$ cat config.mk
export PLATFORM = sky130hd
export DESIGN_NAME = char_lcd_nibble_interface_top_flat
export DESIGN_NICKNAME = d
export VERILOG_FILES = /design/src/lcdn_pkg.sv /design/src/lcdn_if.sv /design/src/lcdn_div10.sv /design/src/char_lcd_nibble_interface_top.sv /design/src/flat_wrapper.sv
export SDC_FILE = /design/constraint.sdc
export NUM_CORES = 1
export LEC_CHECK = 0
export CORE_MARGIN = 2
export CORE_UTILIZATION = 50
export CTS_BUF_LIST = sky130_fd_sc_hd__clkbuf_16
export CTS_CLUSTER_DIAMETER = 150
export CTS_CLUSTER_SIZE = 28
export DETAILED_ROUTE_END_ITERATION = 8
export DONT_BUFFER_PORTS = 1
export PLACE_DENSITY = 0.74
export RECOVER_POWER = 100
export SETUP_SLACK_MARGIN = 0.15
export SLEW_MARGIN = 25
export SYNTH_ARGS = -nofsm -noshare
export SYNTH_HDL_FRONTEND = slang
export SYNTH_SLANG_ARGS = --single-unit
export TNS_END_PERCENT = 1
$ cat constraint.sdc
create_clock -name i_clk -period 6.7 [get_ports i_clk]
set_input_delay 0.335 -clock i_clk [delete_from_list [all_inputs] [get_ports i_clk]]
set_output_delay 0.335 -clock i_clk [all_outputs]
set_load 0.05 [all_outputs]
$ cat src/lcdn_pkg.sv
package lcdn_pkg;

    // Request operation codes.
    typedef enum logic [2:0] {
        OP_INIT    = 3'd0,
        OP_CMD     = 3'd1,
        OP_CHAR    = 3'd2,
        OP_CLEAR   = 3'd3,
        OP_CURSOR  = 3'd4,
        OP_HEX_BYTE = 3'd5,
        OP_DECIMAL = 3'd6,
        OP_HEX_NIB = 3'd7
    } t_op;

    // Where the byte of a microinstruction comes from.
    typedef enum logic [2:0] {
        SRC_CONST  = 3'd0,
        SRC_BYTE   = 3'd1,
        SRC_ADDR   = 3'd2,
        SRC_HEX_HI = 3'd3,
        SRC_HEX_LO = 3'd4,
        SRC_DIGIT  = 3'd5
    } t_src;

    // Hold time after the final strobe of a microinstruction.
    typedef enum logic [2:0] {
        HOLD_30000 = 3'd0,
        HOLD_5000  = 3'd1,
        HOLD_100   = 3'd2,
        HOLD_37    = 3'd3,
        HOLD_41    = 3'd4,
        HOLD_1640  = 3'd5,
        HOLD_EXEC  = 3'd6
    } t_hold;

    // A microinstruction emits pin states from its start phase up to phase 3:
    // phase 0 high nibble strobe, 1 high nibble settle, 2 low nibble strobe,
    // 3 low nibble hold.
    localparam logic [1:0] PH_BYTE = 2'd0;
    localparam logic [1:0] PH_NIB  = 2'd2;
    localparam logic [1:0] PH_WAIT = 2'd3;
    localparam logic [1:0] PH_LAST = 2'd3;

    localparam int PC_W = 5;
    typedef logic [PC_W-1:0] t_pc;

    // Program entry points.
    localparam t_pc PC_INIT     = 5'd0;
    localparam t_pc PC_CLEAR    = 5'd8;
    localparam t_pc PC_CMD      = 5'd9;
    localparam t_pc PC_CHAR     = 5'd10;
    localparam t_pc PC_CURSOR   = 5'd11;
    localparam t_pc PC_HEX_BYTE = 5'd12;
    localparam t_pc PC_HEX_NIB  = 5'd13;
    localparam t_pc PC_DECIMAL  = 5'd14;

    typedef struct packed {
        logic [1:0] start_ph;
        t_src       src;
        logic       rs;
        t_hold      hold;
        logic [7:0] k;
        logic       loop;
        logic       fin;
    } t_uword;

    function automatic t_uword uw(logic [1:0] ph, t_src s, logic rs, t_hold h,
                                  logic [7:0] k, logic lp, logic fin);
        t_uword w;
        w.start_ph = ph;
        w.src      = s;
        w.rs       = rs;
        w.hold     = h;
        w.k        = k;
        w.loop     = lp;
        w.fin      = fin;
        return w;
    endfunction

    // Microcode store. The decimal digit word loops on itself while the
    // remaining quotient is nonzero.
    function automatic t_uword ucode(t_pc pc);
        t_uword w;
        unique case (pc)
            5'd0:    w = uw(PH_WAIT, SRC_CONST, 1'b0, HOLD_30000, 8'h00, 1'b0, 1'b0);
            5'd1:    w = uw(PH_NIB,  SRC_CONST, 1'b0, HOLD_5000,  8'h03, 1'b0, 1'b0);
            5'd2:    w = uw(PH_NIB,  SRC_CONST, 1'b0, HOLD_100,   8'h03, 1'b0, 1'b0);
            5'd3:    w = uw(PH_NIB,  SRC_CONST, 1'b0, HOLD_37,    8'h03, 1'b0, 1'b0);
            5'd4:    w = uw(PH_NIB,  SRC_CONST, 1'b0, HOLD_37,    8'h02, 1'b0, 1'b0);
            5'd5:    w = uw(PH_BYTE, SRC_CONST, 1'b0, HOLD_37,    8'h28, 1'b0, 1'b0);
            5'd6:    w = uw(PH_BYTE, SRC_CONST, 1'b0, HOLD_37,    8'h0c, 1'b0, 1'b0);
            5'd7:    w = uw(PH_BYTE, SRC_CONST, 1'b0, HOLD_37,    8'h06, 1'b0, 1'b0);
            5'd8:    w = uw(PH_BYTE, SRC_CONST, 1'b0, HOLD_1640,  8'h01, 1'b0, 1'b1);
            5'd9:    w = uw(PH_BYTE, SRC_BYTE,  1'b0, HOLD_EXEC,  8'h00, 1'b0, 1'b1);
            5'd10:   w = uw(PH_BYTE, SRC_BYTE,  1'b1, HOLD_41,    8'h00, 1'b0, 1'b1);
            5'd11:   w = uw(PH_BYTE, SRC_ADDR,  1'b0, HOLD_37,    8'h00, 1'b0, 1'b1);
            5'd12:   w = uw(PH_BYTE, SRC_HEX_HI, 1'b1, HOLD_41,   8'h00, 1'b0, 1'b0);
            5'd13:   w = uw(PH_BYTE, SRC_HEX_LO, 1'b1, HOLD_41,   8'h00, 1'b0, 1'b1);
            5'd14:   w = uw(PH_BYTE, SRC_CONST, 1'b0, HOLD_37,    8'h04, 1'b0, 1'b0);
            5'd15:   w = uw(PH_BYTE, SRC_DIGIT, 1'b1, HOLD_41,    8'h00, 1'b1, 1'b0);
            5'd16:   w = uw(PH_BYTE, SRC_CONST, 1'b0, HOLD_37,    8'h06, 1'b0, 1'b1);
            default: w = uw(PH_BYTE, SRC_CONST, 1'b0, HOLD_37,    8'h00, 1'b0, 1'b1);
        endcase
        return w;
    endfunction

    // Entry point of each operation.
    function automatic t_pc entry(t_op op);
        t_pc pc;
        unique case (op)
            OP_INIT:     pc = PC_INIT;
            OP_CMD:      pc = PC_CMD;
            OP_CHAR:     pc = PC_CHAR;
            OP_CLEAR:    pc = PC_CLEAR;
            OP_CURSOR:   pc = PC_CURSOR;
            OP_HEX_BYTE: pc = PC_HEX_BYTE;
            OP_DECIMAL:  pc = PC_DECIMAL;
            default:     pc = PC_HEX_NIB;
        endcase
        return pc;
    endfunction

    // ASCII hex digit, upper-case letters.
    function automatic logic [7:0] hex_char(logic [3:0] v);
        return (v >= 4'd10) ? (8'd55 + {4'd0, v}) : (8'd48 + {4'd0, v});
    endfunction

endpackage

$ cat src/lcdn_if.sv
// Request channel.
interface lcdn_in_if;
    logic        valid;
    logic        ready;
    logic [2:0]  operation;
    logic [7:0]  byte_value;
    logic [15:0] exec_us;
    logic [7:0]  column;
    logic [7:0]  row;
    logic [15:0] number;

    modport source (output valid, operation, byte_value, exec_us, column, row, number,
                    input ready);
    modport sink   (input valid, operation, byte_value, exec_us, column, row, number,
                    output ready);
endinterface

// Pin state channel.
interface lcdn_out_if;
    logic        valid;
    logic        ready;
    logic [3:0]  data_pins;
    logic        rs_pin;
    logic        en_pin;
    logic [15:0] hold_us;
    logic        last;

    modport source (output valid, data_pins, rs_pin, en_pin, hold_us, last, input ready);
    modport sink   (input valid, data_pins, rs_pin, en_pin, hold_us, last, output ready);
endinterface

$ cat src/lcdn_div10.sv
module lcdn_div10 (
    input  logic        i_clk,
    input  logic [15:0] i_num,
    output logic [15:0] o_quot
);
    logic [31:0] n_prod;
    logic [15:0] r_quot;

    // Divide by ten as a multiply by the reciprocal 0xCCCD / 2^19, exact for 16 bits.
    assign n_prod = {16'd0, i_num} * 32'h0000_CCCD;

    always_ff @(posedge i_clk) begin
        r_quot <= {3'd0, n_prod[31:19]};
    end

    assign o_quot = r_quot;
endmodule

$ cat src/char_lcd_nibble_interface_top.sv
// Latency: the first pin state of a request is offered the cycle after it is accepted.
// Throughput: one pin state per cycle while the sink takes them; a request of up to 28
// pin states holds the block until its last pin state is taken, and the next request is
// taken in the cycle after its last pin state goes out. The microcode sequencer's step
// counter walks the pin states. Reset (synchronous, active low) returns the block to idle.
module char_lcd_nibble_interface_top (
    input  logic  i_clk,
    input  logic  i_rst_n,
    lcdn_in_if.sink    i_req,
    lcdn_out_if.source o_pin
);
    import lcdn_pkg::*;

    logic        r_busy;
    t_pc         r_pc;
    logic [1:0]  r_phase;
    logic [7:0]  r_bv;
    logic [15:0] r_exec;
    logic [7:0]  r_addr;
    logic [15:0] r_num;

    logic [15:0] quot;
    logic [15:0] digit_full;
    logic [7:0]  sel_byte;
    logic [15:0] sel_hold;
    t_uword      w;
    t_uword      w_next;
    t_uword      w_entry;
    t_pc         entry_pc;
    logic        in_acc;
    logic        out_acc;

    assign in_acc   = i_req.valid && i_req.ready;
    assign out_acc  = o_pin.valid && o_pin.ready;
    assign w        = ucode(r_pc);
    assign w_next   = ucode(r_pc + t_pc'(1));
    assign entry_pc = entry(t_op'(i_req.operation));
    assign w_entry  = ucode(entry_pc);

    // Quotient of the remaining decimal value, registered from r_num.
    lcdn_div10 u_div10 (
        .i_clk  (i_clk),
        .i_num  (r_num),
        .o_quot (quot)
    );

    assign digit_full = r_num - ({quot[12:0], 3'b000} + {quot[14:0], 1'b0});

    // Byte selected by the current microinstruction.
    always_comb begin
        unique case (w.src)
            SRC_CONST:  sel_byte = w.k;
            SRC_BYTE:   sel_byte = r_bv;
            SRC_ADDR:   sel_byte = r_addr;
            SRC_HEX_HI: sel_byte = hex_char(r_bv[7:4]);
            SRC_HEX_LO: sel_byte = hex_char(r_bv[3:0]);
            SRC_DIGIT:  sel_byte = {4'h3, digit_full[3:0]};
            default:    sel_byte = w.k;
        endcase
    end

    // Hold time of the final pin state of the microinstruction.
    always_comb begin
        unique case (w.hold)
            HOLD_30000: sel_hold = 16'd30000;
            HOLD_5000:  sel_hold = 16'd5000;
            HOLD_100:   sel_hold = 16'd100;
            HOLD_37:    sel_hold = 16'd37;
            HOLD_41:    sel_hold = 16'd41;
            HOLD_1640:  sel_hold = 16'd1640;
            HOLD_EXEC:  sel_hold = r_exec;
            default:    sel_hold = 16'd37;
        endcase
    end

    // Pin state of the current phase.
    assign o_pin.valid     = r_busy;
    assign o_pin.data_pins = r_phase[1] ? sel_byte[3:0] : sel_byte[7:4];
    assign o_pin.rs_pin    = w.rs;
    assign o_pin.en_pin    = !r_phase[0];
    assign o_pin.hold_us   = !r_phase[0] ? 16'd1 : (r_phase[1] ? sel_hold : 16'd0);
    assign o_pin.last      = (r_phase == PH_LAST) && w.fin;
    assign i_req.ready     = !r_busy;

    // Sequencer: step counter, phase counter and conditional loop.
    always_ff @(posedge i_clk) begin
        if (!i_rst_n) begin
            r_busy  <= 1'b0;
            r_pc    <= '0;
            r_phase <= '0;
        end else if (in_acc) begin
            r_busy  <= 1'b1;
            r_pc    <= entry_pc;
            r_phase <= w_entry.start_ph;
        end else if (out_acc) begin
            if (r_phase != PH_LAST) begin
                r_phase <= r_phase + 2'd1;
            end else if (w.fin) begin
                r_busy <= 1'b0;
            end else if (w.loop && (quot != 16'd0)) begin
                r_phase <= PH_BYTE;
            end else begin
                r_pc    <= r_pc + t_pc'(1);
                r_phase <= w_next.start_ph;
            end
        end
    end

    // Request operands; the decimal value shifts down one digit per loop pass.
    always_ff @(posedge i_clk) begin
        if (in_acc) begin
            r_bv   <= i_req.byte_value;
            r_exec <= i_req.exec_us;
            r_addr <= 8'h80 + {i_req.row[1:0], 6'd0} + i_req.column;
            r_num  <= i_req.number;
        end else if (out_acc && (r_phase == PH_LAST) && w.loop) begin
            r_num <= quot;
        end
    end

    // A strobe state is always held one microsecond.
    a_strobe_hold: assert property (@(posedge i_clk) disable iff (!i_rst_n)
        o_pin.valid && o_pin.en_pin |-> o_pin.hold_us == 16'd1)
        else $error("strobe pin state not held 1 us");

    // The last pin state of a request has enable low.
    a_last_low: assert property (@(posedge i_clk) disable iff (!i_rst_n)
        o_pin.valid && o_pin.last |-> !o_pin.en_pin)
        else $error("last pin state with enable high");

    // After the last pin state is taken the block is idle and takes a request.
    a_done_idle: assert property (@(posedge i_clk) disable iff (!i_rst_n)
        o_pin.valid && o_pin.ready && o_pin.last |=> !o_pin.valid && i_req.ready)
        else $error("block not idle after last pin state");

    // No request is taken while pin states are pending.
    a_no_overlap: assert property (@(posedge i_clk) disable iff (!i_rst_n)
        o_pin.valid |-> !i_req.ready)
        else $error("request taken while busy");

endmodule
$ cat src/flat_wrapper.sv
// flat-port wrapper written by rule: the top's interface ports become plain ports
module char_lcd_nibble_interface_top_flat import lcdn_pkg::*;
  (i_clk, i_rst_n, i_req_valid, i_req_operation, i_req_byte_value, i_req_exec_us, i_req_column, i_req_row, i_req_number, i_req_ready, o_pin_valid, o_pin_data_pins, o_pin_rs_pin, o_pin_en_pin, o_pin_hold_us, o_pin_last, o_pin_ready);
  lcdn_in_if i_req_i ();
  lcdn_out_if o_pin_i ();
  input  logic i_clk;
  input  logic i_rst_n;
  input wire logic [$bits(i_req_i.valid)-1:0] i_req_valid;
  input wire logic [$bits(i_req_i.operation)-1:0] i_req_operation;
  input wire logic [$bits(i_req_i.byte_value)-1:0] i_req_byte_value;
  input wire logic [$bits(i_req_i.exec_us)-1:0] i_req_exec_us;
  input wire logic [$bits(i_req_i.column)-1:0] i_req_column;
  input wire logic [$bits(i_req_i.row)-1:0] i_req_row;
  input wire logic [$bits(i_req_i.number)-1:0] i_req_number;
  output wire logic [$bits(i_req_i.ready)-1:0] i_req_ready;
  output wire logic [$bits(o_pin_i.valid)-1:0] o_pin_valid;
  output wire logic [$bits(o_pin_i.data_pins)-1:0] o_pin_data_pins;
  output wire logic [$bits(o_pin_i.rs_pin)-1:0] o_pin_rs_pin;
  output wire logic [$bits(o_pin_i.en_pin)-1:0] o_pin_en_pin;
  output wire logic [$bits(o_pin_i.hold_us)-1:0] o_pin_hold_us;
  output wire logic [$bits(o_pin_i.last)-1:0] o_pin_last;
  input wire logic [$bits(o_pin_i.ready)-1:0] o_pin_ready;
  assign i_req_i.valid = i_req_valid;
  assign i_req_i.operation = i_req_operation;
  assign i_req_i.byte_value = i_req_byte_value;
  assign i_req_i.exec_us = i_req_exec_us;
  assign i_req_i.column = i_req_column;
  assign i_req_i.row = i_req_row;
  assign i_req_i.number = i_req_number;
  assign i_req_ready = i_req_i.ready;
  assign o_pin_valid = o_pin_i.valid;
  assign o_pin_data_pins = o_pin_i.data_pins;
  assign o_pin_rs_pin = o_pin_i.rs_pin;
  assign o_pin_en_pin = o_pin_i.en_pin;
  assign o_pin_hold_us = o_pin_i.hold_us;
  assign o_pin_last = o_pin_i.last;
  assign o_pin_i.ready = o_pin_ready;
  char_lcd_nibble_interface_top u_core (.i_clk(i_clk), .i_rst_n(i_rst_n), .i_req(i_req_i), .o_pin(o_pin_i));
endmodule
Word-level counts from Yosys, hierarchy flattened
Memory sizes are Yosys's and may differ from the RTL's. A register that Yosys moved wholly into a read port is not among the register bits.
Cells that the tools add are included.

word-level totals
  logic and storage cells = 89
  memory bits (read-only) = 1536
  input bits = 63
  memories = 3
  register bits = 69

cells by class
  multiply operators = 1
  mux-type cells = 26
  $lt $le $gt $ge = 2
  equal/unequal tests = 22
  reductions and logical operators = 17
  $add $sub $neg = 10

memory list
  name             depth  bits a word  rd ports  clocked after memory_dff  write ports  line            RTL
  (no name shown)  32     16           1         0                         0            lcdn_pkg.sv:84  unique case (pc)
  (no name shown)  32     16           1         0                         0            lcdn_pkg.sv:84
  (no name shown)  32     16           1         1                         0            lcdn_pkg.sv:84

operators with widths
  cell                      count
  $pmux W16 S6              1
  $mux W16                  4
  $pmux W8 S5               1
  $mux W5                   7
  $mul A16 B16 Y32 const B  1
  $add A6 B4 Y7 const A     4
  $pmux W4 S7               1
  $eq A3 B3 Y1 const B      8
  $mux W8                   2
  $reduce_bool A16 Y1       1
  $eq A3 B2 Y1 const B      5
  $mux W2                   5
  $eq A3 B1 Y1 const B      3
  $add A8 B8 Y8             1
  $add A8 B8 Y8 const A     1
  $ge A4 B4 Y1 const B      2
  $logic_and A1 B1 Y1       6
  $logic_not A3 Y1          2
  $reduce_bool A2 Y1        3
  $add A5 B1 Y5 const B     1
  $add A4 B4 Y4             1
  $mux W1                   4
  $mux W4                   1
  $ne A2 B1 Y1 const B      2
  other kinds (9)           11

Longest topological paths before layout
Gate-level depths: netlist of the first run.

  word-level depth = 9
  depth in mapped cells = 21

Cells and area by module
Synthesis of the first run repeated with hierarchy kept, for this count alone.

second synthesis, totals
  cell total of the unflattened synthesis = 936
  area, all modules = 8937.3 µm²

modules (own cells, without submodules)
  module                         cells each  area each (µm²)  seq. area each (µm²)  instances
  lcdn_div10                     513         4885.9           260.2                 1
  char_lcd_nibble_interface_top  423         4051.4           1881.8                1

Worst setup path before layout of the first run
No wires, ideal clock.

  kind = flip-flop to flip-flop
  start point = register u_core.r_num[6]
  end point = register u_core.u_div10.r_quot[11], in the netlist u_core.u_div10.o_quot[11]
  clock period less this slack = 5.414 ns
  path slack = 1.286 ns
  buffers on the path = 0
  library setup time = 0.072 ns
  arrival = 5.342 ns
  stages on the path, launching flop included = 20
  cells stage by stage = edfxtp_1 -> ha_1 -> inv_1 -> fa_1 -> inv_1 -> fa_1 -> fa_1 -> fa_1 -> inv_1 -> fa_1 -> inv_1 -> ha_1 -> and3_1 -> a2111o_1 -> o221ai_2 -> o211ai_1 -> o221a_2 -> a211o_1 -> a21oi_2 -> xnor2_1

on the way
  longest elaborated chain between the ends = 1

RTL lines
  element                        line                                  RTL
  start, declared                char_lcd_nibble_interface_top.sv:20   logic [15:0] r_num;
  start signal, assigned         char_lcd_nibble_interface_top.sv:115  r_num <= i_req.number;
  start signal, assigned         char_lcd_nibble_interface_top.sv:117  r_num <= quot;
  $mul A16 B16 Y32               lcdn_div10.sv:10                      assign n_prod = {16'd0, i_num} * 32'h0000_CCCD;
  net u_core.u_div10.n_prod[30]  lcdn_div10.sv:6                       logic [31:0] n_prod;
  end signal, assigned           lcdn_div10.sv:13                      r_quot <= {3'd0, n_prod[31:19]};
  end, declared                  lcdn_div10.sv:7                       logic [15:0] r_quot;

The timed path passes the listed nets, and every way through them passes these cells.
A chain may end at the register's enable or synchronous reset.

Final worst setup path of the first run
  start point = register u_core.r_num[8]
  end point = register u_core.u_div10.r_quot[11], in the netlist u_core.u_div10.o_quot[11]

Same word-level chain as after synthesis.

==> results of run 1 <==
[synthesized netlist by cell type, types with 5 or more instances]
cell type	instances
a21oi_1	40
xor2_1	14
o31ai_1	7
dfxtp_1	35
o21a_1	5
o211ai_1	8
nor3b_1	5
a211oi_1	9
ha_1	149
a31oi_1	10
nand2_1	75
edfxtp_1	48
fa_1	79
nand3_1	9
o21ai_0	30
inv_1	193
nor3_1	9
xnor2_1	21
clkbuf_1	17
a21o_1	8
and3_1	7
nor2_1	36
and2_1	11
nand2b_1	7
o21ai_1	6
[logic make-up (layout without fill, tap and decap cells)]
| group | after synthesis | after routing | share of synthesized area, % |
|---|---|---|---|
| xor gates and xnor gates | 35 | 35 | 3.53 |
| DFF | 83 | 83 | 24.6 |
| AOI/OAI and AO/OA | 155 | 155 | 11.9 |
| and+or+nand+nor | 185 | 185 | 10.3 |
| buffers and inverters | 217 | 215 | 9.43 |
| adders and majority gates | 228 | 228 | 39.6 |
| muxes | 4 | 4 | 0.461 |
[through the flow]
stage	hold WS, ns	cells	utilization (%)	instance area (um^2)	setup WS, ns
6_report	0.0898	1130	53.4	9150	0.599
5_1_grt	0.0685	1130	53.4	9150	0.299
4_1_cts	0.0811	1130	53.8	9210	0.770
3_5_place_dp	0.434	1114	52.2	8930	0.801
2_1_floorplan	0.434	907	-	8690	1.29
3_3_place_gp	0.434	1114	52.2	8930	0.847
[placed cells by master, fill, tap and decap left out, drive strengths merged, types with 4 or more instances in the layout]
master  count
nand2b      9
o21ai      36
o21a        5
ha        149
nand4       4
nor3b       5
mux2i       4
inv       201
nand2      75
a31oi      11
fa         79
nor2       36
a21o        8
a21oi      42
edfxtp     48
a211oi     10
a211o       4
xnor2      21
clkbuf     11
dfxtp      35
o31ai       7
nor3        9
nor4        4
and3        7
nand3      10
o22ai       4
nand3b      4
xor2       14
and2       11
o211ai      8
[worst max-delay path, cell delays in order (launching register included)]
cell      delay [ns]
edfxtp_1        0.52
ha_1            0.45
inv_1           0.10
fa_1            0.55
inv_1           0.06
fa_1            0.51
fa_1            0.54
fa_1            0.52
fa_1            0.50
ha_1            0.33
and3_1          0.20
a2111o_1        0.36
o221ai_1        0.34
o211ai_1        0.18
o221a_1         0.24
a211o_1         0.31
a21oi_1         0.18
xnor2_1         0.13
[sequential cells by signal, summed over array words and instances (netlist names), 2 cells and up]
register,flops
u_core.r_phase,2
u_core.r_bv,8
u_core.u_div10.o_quot,13
u_core.r_num,16
u_core.r_exec,16
u_core.r_addr,8
u_core.w,14
u_core.r_pc,5
[layout make-up]
type | instances | area [um^2] | share of cell area (%)
Clock inverter | 7 | 58.8 | 0.643
Clock buffer | 9 | 225 | 2.46
Multi-Input combinational cell | 607 | 5690 | 62.2
Tap cell | 225 | 282 | 3.08
Inverter | 197 | 741 | 8.10
Timing Repair Buffer | 2 | 7.51 | 0.0821
Sequential cell | 83 | 2140 | 23.4
[layer usage]
layer	up-vias	global-route usage, %
li1	3012	-
met1	2904	29.2
met2	167	34.4
met3	25	3.21
met4	0	5.44
met5	-	0
[worst paths after layout]
check	startpoint	end	slack [ns]	depth (start not counted)
hold reg to reg	u_core.u_div10.o_quot[10]$_DFF_P_	u_core.r_num[10]$_DFFE_PP_	0.54	2
setup / recovery	u_core.r_num[8]$_DFFE_PP_	u_core.u_div10.o_quot[11]$_DFF_P_	0.60	17
setup reg to reg	u_core.r_num[8]$_DFFE_PP_	u_core.u_div10.o_quot[11]$_DFF_P_	0.60	17
hold / removal	i_req_exec_us[3]	u_core.r_exec[3]$_DFFE_PP_	0.09	0
==> summary.md, run 1 <==
| Metric | Value |
|---|---|
| Outcome | finished with violations |
| Failing checks | max-capacitance violations, max-slew violations |
| Number of global-route vias before repair | around 6,100 |
| Wire per inst | roughly 16 um |
| Clock net sink count | 83 |
| Layout area overhead | 5.23% |
| Initial Util | 50.8% |
| Post-CTS Resized | 0 |
| First-pass GRT wire length | approximately 30 mm |
| Total Wirelength | about 18 mm |
| Setup violations, final | 0 |
| Insertion delay to the later sink of the worst-skew pair | approximately 0.34 ns |
| Cell taking the most area after synthesis | ha_1 |
| Syn Inst Count | 907 |
| I/O Buffers | 0 |
| HP Class | in -> reg |
| Slew margin rel. | -40.0% |
| DRT iter0 DRCs | between 300 and 400 |
| Wl on met1 | 8.20 mm |
| Yosys Warn Count | 0 |
| DR pass1 iterations | 5 |
| Share of cells above drive strength 1 | between 2 and 3% |
| Total Nets Final | approximately 1,200 |
| DR WL met2 | between 8 and 9 mm |
| Post-synthesis sequential area ratio | between 20% and 30% |
| Dominant synthesized flop cell | edfxtp_1 |
| N_diodes | 0 |
| Net count after synthesis | 1,198 |
| CTS Buf Count | 9 |
| Mapped cell area | slightly below 0.009 mm^2 |
| Syn Area/Cell | 9.58 um^2 |
| Critical setup path kind | reg -> reg |
| Die footprint | approximately 0.018 mm^2 |
| Remaining antenna violation count | 0 |
| Leading post-synthesis cells by cell area | ha_1 21%, fa_1 18%, edfxtp_1 17%, inv_1 8.3%, dfxtp_1 8.1% |
| Core area | between 0.015 and 0.02 mm^2 |
| Highest routed metal layer | met4 |
| Critical Path RT | around 7.0 ns |
| Die Width | 136 um |
| Vias per Instance | 5.41 |
| Postcts setup bufs | 0 |
| Total negative slack | 0 ns |
| Detailed Place HPWL | between 15 and 20 mm |
| Number of enable flip-flop cells after synthesis | 48 |
| Global route overflow | 0 |
| Overall routing resource usage | approximately a fifth |
| RSZ-0062 raised after global routing | no |
| Synth top area share | 21.5% |
| Final worst path period share | between 90 and 100% |
| Die height | 136 um |
| Critical Path End Type | flop |
| Clock transition at the registers of the reported paths | about 0.070 ns |
| Post-layout minimum cycle time | 6.10 ns |
| Hold_buf cts | 0 |
| Ys async rst share | 0% |
| Worst Path Arrival | about 6.4 ns |
| Largest net degree at the start of global routing | between 50 and 60 |
| Initial antenna violation count | 0 |
| Netlist cell types | 65 |
| Crit path launch type | flop |
| Final Slew Violations | 62 |
| # H-tree levels | 3 |
| Final Skew | 0.0102 ns |
| Worst slew pin tran | roughly 2.1 ns |
| TritonCTS clock tree | built |
| Vias | 6,108 |
| Root Buffer | clkbuf_16 |
| CP Max Fanout | 5 |
| GP Congestion | about 1 |
| FP Rows | 48 |
| Post-route DRC | 0 |
| Met3 Wirelength | between 700 and 800 um |
| Filler cells | ~1,600 |
| # IOs | 88 |
| Final Hold Viols | 0 |
| Max_cap viols | 8 |
| Synth Register Bits | 83 |
| Fmax | between 150 and 200 MHz |
| Clock Path Buffers | 2 |
Power of run 1 is not shown: default switching activity piles up to over one toggle a cycle in this logic, so the estimate is an artifact.
==> run 2, diff against run 1 <==
Settings changed: CELL_PAD_IN_SITES_DETAIL_PLACEMENT set to 1, CELL_PAD_IN_SITES_GLOBAL_PLACEMENT set to 1, PLACE_DENSITY 0.74 to 0.89.
==> run 2 against run 1 <==
Effect of this change:
- the flow still finishes with violations (max-capacitance violations, max-slew violations)
- sequential cell count unchanged
- register-to-register slack worse by 0.26 ns
- count of clock-buffer cells in the layout unchanged
- largest cell class unchanged
- die area unchanged
- first-iteration DRC count increased by 5.4%
- critical path depth rose by 2
- setup slack worse by 0.26 ns
- final cell count is the same
- maximum frequency decreased by 4.0%
- hold slack worse by 0.014 ns
- utilization rose by 0.15 points
==> summary.md, run 2 (synthesized netlist as in run 1, its figures left out) <==
| Metric | Value |
|---|---|
| Post-route DRC | 0 (unchanged) |
| Wire per inst | 22.2 um (was 16.2 um) |
| Max_cap viols | 8 (unchanged) |
| Final worst path period share | 94.9% (was 91.1%) |
| CTS Buf Count | 9 (unchanged) |
| Commonest non-fill, non-tap cell in the layout | inv_1 (unchanged) |
| Clock Path Buffers | 2 (unchanged) |
| Crit path launch type | flop (unchanged) |
| Layout area overhead | 5.53% (was 5.23%) |
| # IOs | 88 (unchanged) |
| Root Buffer | clkbuf_16 (unchanged) |
| Met1 usage | 32.3% (was 29.2%) |
| Postcts setup bufs | 0 (unchanged) |
| Grt met2 use | 51.0% (was 34.4%) |
| N_diodes | 0 (unchanged) |
| Total negative slack | 0 ns (unchanged) |
| Total Wirelength | 25.1 mm (was 18.3 mm) |
| Reg2Reg Capture Point | u_core.u_div10.o_quot[11]$_DFF_P_ (unchanged) |
| Final Slew Violations | 62 (unchanged) |
| Total Nets Final | 1,191 (unchanged) |
| Commonest non-fill, non-tap cells in the layout | 193 x inv_1, 149 x ha_1, 79 x fa_1 (was 194 x inv_1, 149 x ha_1, 79 x fa_1) |
| Clock net sink count | 83 (unchanged) |
| Clock transition at the registers of the reported paths | 0.07 ns (about the same) |
| Global route overflow | 0 (unchanged) |
| Hold_buf cts | 0 (unchanged) |
| Vias per Instance | 5.89 (was 5.41) |
| Die height | 136 um (unchanged) |
| HP Start | i_req_exec_us[0] (was i_req_exec_us[3]) |
| Insertion delay to the later sink of the worst-skew pair | 0.35 ns (was 0.34 ns) |
| I/O Buffers | 0 (unchanged) |
| Worst Path Arrival | 6.63 ns (was 6.37 ns) |
| Worst slew pin tran | 2.38 ns (was 2.09 ns) |
| Worst Hold End | u_core.r_exec[0]$_DFFE_PP_ (was u_core.r_exec[3]$_DFFE_PP_) |
| Slew margin rel. | -59.3% (was -40.0%) |
| Final Hold Viols | 0 (unchanged) |
| DR pass1 iterations | 7 (was 5) |
| Setup violations, final | 0 (unchanged) |
| Filler cells | 1,919 (was 1,557) |
| Worst r2r src | u_core.r_num[7]$_DFFE_PP_ (was u_core.r_num[8]$_DFFE_PP_) |
| Critical Path End Type | flop (unchanged) |
| Critical setup path kind | reg -> reg (unchanged) |
| CP max stage cell | fa_1 (unchanged) |
| HP Class | in -> reg (unchanged) |
| TritonCTS clock tree | built (unchanged) |
| Number of global-route vias before repair | 7,671 (was 6,149) |
| Vias | 6,654 (was 6,108) |
| Outcome | finished with violations (unchanged) |
| FP Rows | 48 (unchanged) |
| Core area | 0.0171 mm^2 (unchanged) |
| Initial antenna violation count | 0 (unchanged) |
| Top Usage Layer GRT | met2 (unchanged) |
| Overall routing resource usage | 28.5% (was 21.0%) |
| GR Util met3 | 5.37% (was 3.21%) |
| DRT iter0 DRCs | 354 (was 336) |
| Share of cells above drive strength 1 | 3.20% (was 2.76%) |
| Failing checks | max-capacitance violations, max-slew violations (unchanged) |
| Die footprint | 0.0185 mm^2 (unchanged) |
| Detailed Place HPWL | 20.3 mm (was 15.3 mm) |
| CP bufs+invs | 4 (was 2) |
| CP max stage delay | 0.56 ns (was 0.55 ns) |
| Register-to-Register Path Depth | 19 (was 17) |
| Reg2reg setup slack | 0.34 ns (was 0.60 ns) |
| Fmax | 157 MHz (was 164 MHz) |
| RSZ-0062 raised after global routing | no (unchanged) |
| GP Congestion | 0.953 (was 0.972) |
| Post-CTS Resized | 0 (unchanged) |
| Post-layout minimum cycle time | 6.36 ns (was 6.10 ns) |
| CP Max Fanout | 5 (unchanged) |
| Critical path, cell by cell | ha_1, inv_1, fa_1, inv_1, fa_1, fa_1, fa_1, inv_1, fa_1, inv_1, ha_1, and3_1, a2111o_1, o221ai_1, o211ai_1, o221a_2, a211o_1, a21oi_2, xnor2_1 (was ha_1, inv_1, fa_1, inv_1, fa_1, fa_1, fa_1, fa_1, ha_1, and3_1, a2111o_1, o221ai_1, o211ai_1, o221a_1, a211o_1, a21oi_1, xnor2_1) |
| Crit path max-delay family | adder cells (unchanged) |
| Die Width | 136 um (unchanged) |
| Worst path most repeated cell | fa_1 (unchanged) |
| Final Skew | 0.00851 ns (was 0.0102 ns) |
| Critical Path RT | 6.97 ns (about the same) |
| Initial Util | 50.8% (unchanged) |
| Remaining antenna violation count | 0 (unchanged) |
| First-pass GRT wire length | 39.8 mm (was 30.4 mm) |
| # H-tree levels | 3 (unchanged) |
| Largest net degree at the start of global routing | 55 (unchanged) |
| Hold Path Depth | 0 (unchanged) |
[run 2: per-stage QoR]
stage / cell area, um^2 / cells / setup slack [ns] / util, % / hold slack [ns]
finish: 9170 / 1130 / 0.342 / 53.6 / 0.0756
CTS: 9230 / 1130 / 0.553 / 53.9 / 0.0723
global route: 9170 / 1130 / 0.178 / 53.6 / 0.0705
global placement: 8930 / 1114 / 0.790 / 52.2 / 0.434
floorplan: 8690 / 907 / 1.29 / - / 0.434
detailed placement: 8930 / 1114 / 0.580 / 52.2 / 0.434
[run 2: how the worst max path moves through the flow]
stage,start,to,cells past startpoint
global placement,u_core.r_num[7]$_DFFE_PP_,u_core.u_div10.o_quot[11]$_DFF_P_,19
detailed placement,u_core.r_num[7]$_DFFE_PP_,u_core.u_div10.o_quot[11]$_DFF_P_,19
finish,u_core.r_num[7]$_DFFE_PP_,u_core.u_div10.o_quot[11]$_DFF_P_,19
global route,u_core.r_num[7]$_DFFE_PP_,u_core.u_div10.o_quot[11]$_DFF_P_,19
floorplan,u_core.r_num[6]$_DFFE_PP_,u_core.u_div10.o_quot[11]$_DFF_P_,19
CTS,u_core.r_num[7]$_DFFE_PP_,u_core.u_div10.o_quot[11]$_DFF_P_,19
[run 2: cell type report]
type	instances	area (um^2)	area share, %
flip-flops and latches	83	2140	23.4
inverters	197	741	8.08
multi-input cells	607	5700	62.1
well taps	225	282	3.07
clock buffers	9	225	2.46
repair buffers	2	7.51	0.0819
clock inverters	7	75.1	0.819
[run 2: layer usage]
metal,share of wire [%],up-vias
met5,0,-
met4,5.2,0
met3,4.8,94
met2,51,220
met1,39,3335
li1,-,3005
Power of run 2 is left out for the same reason.
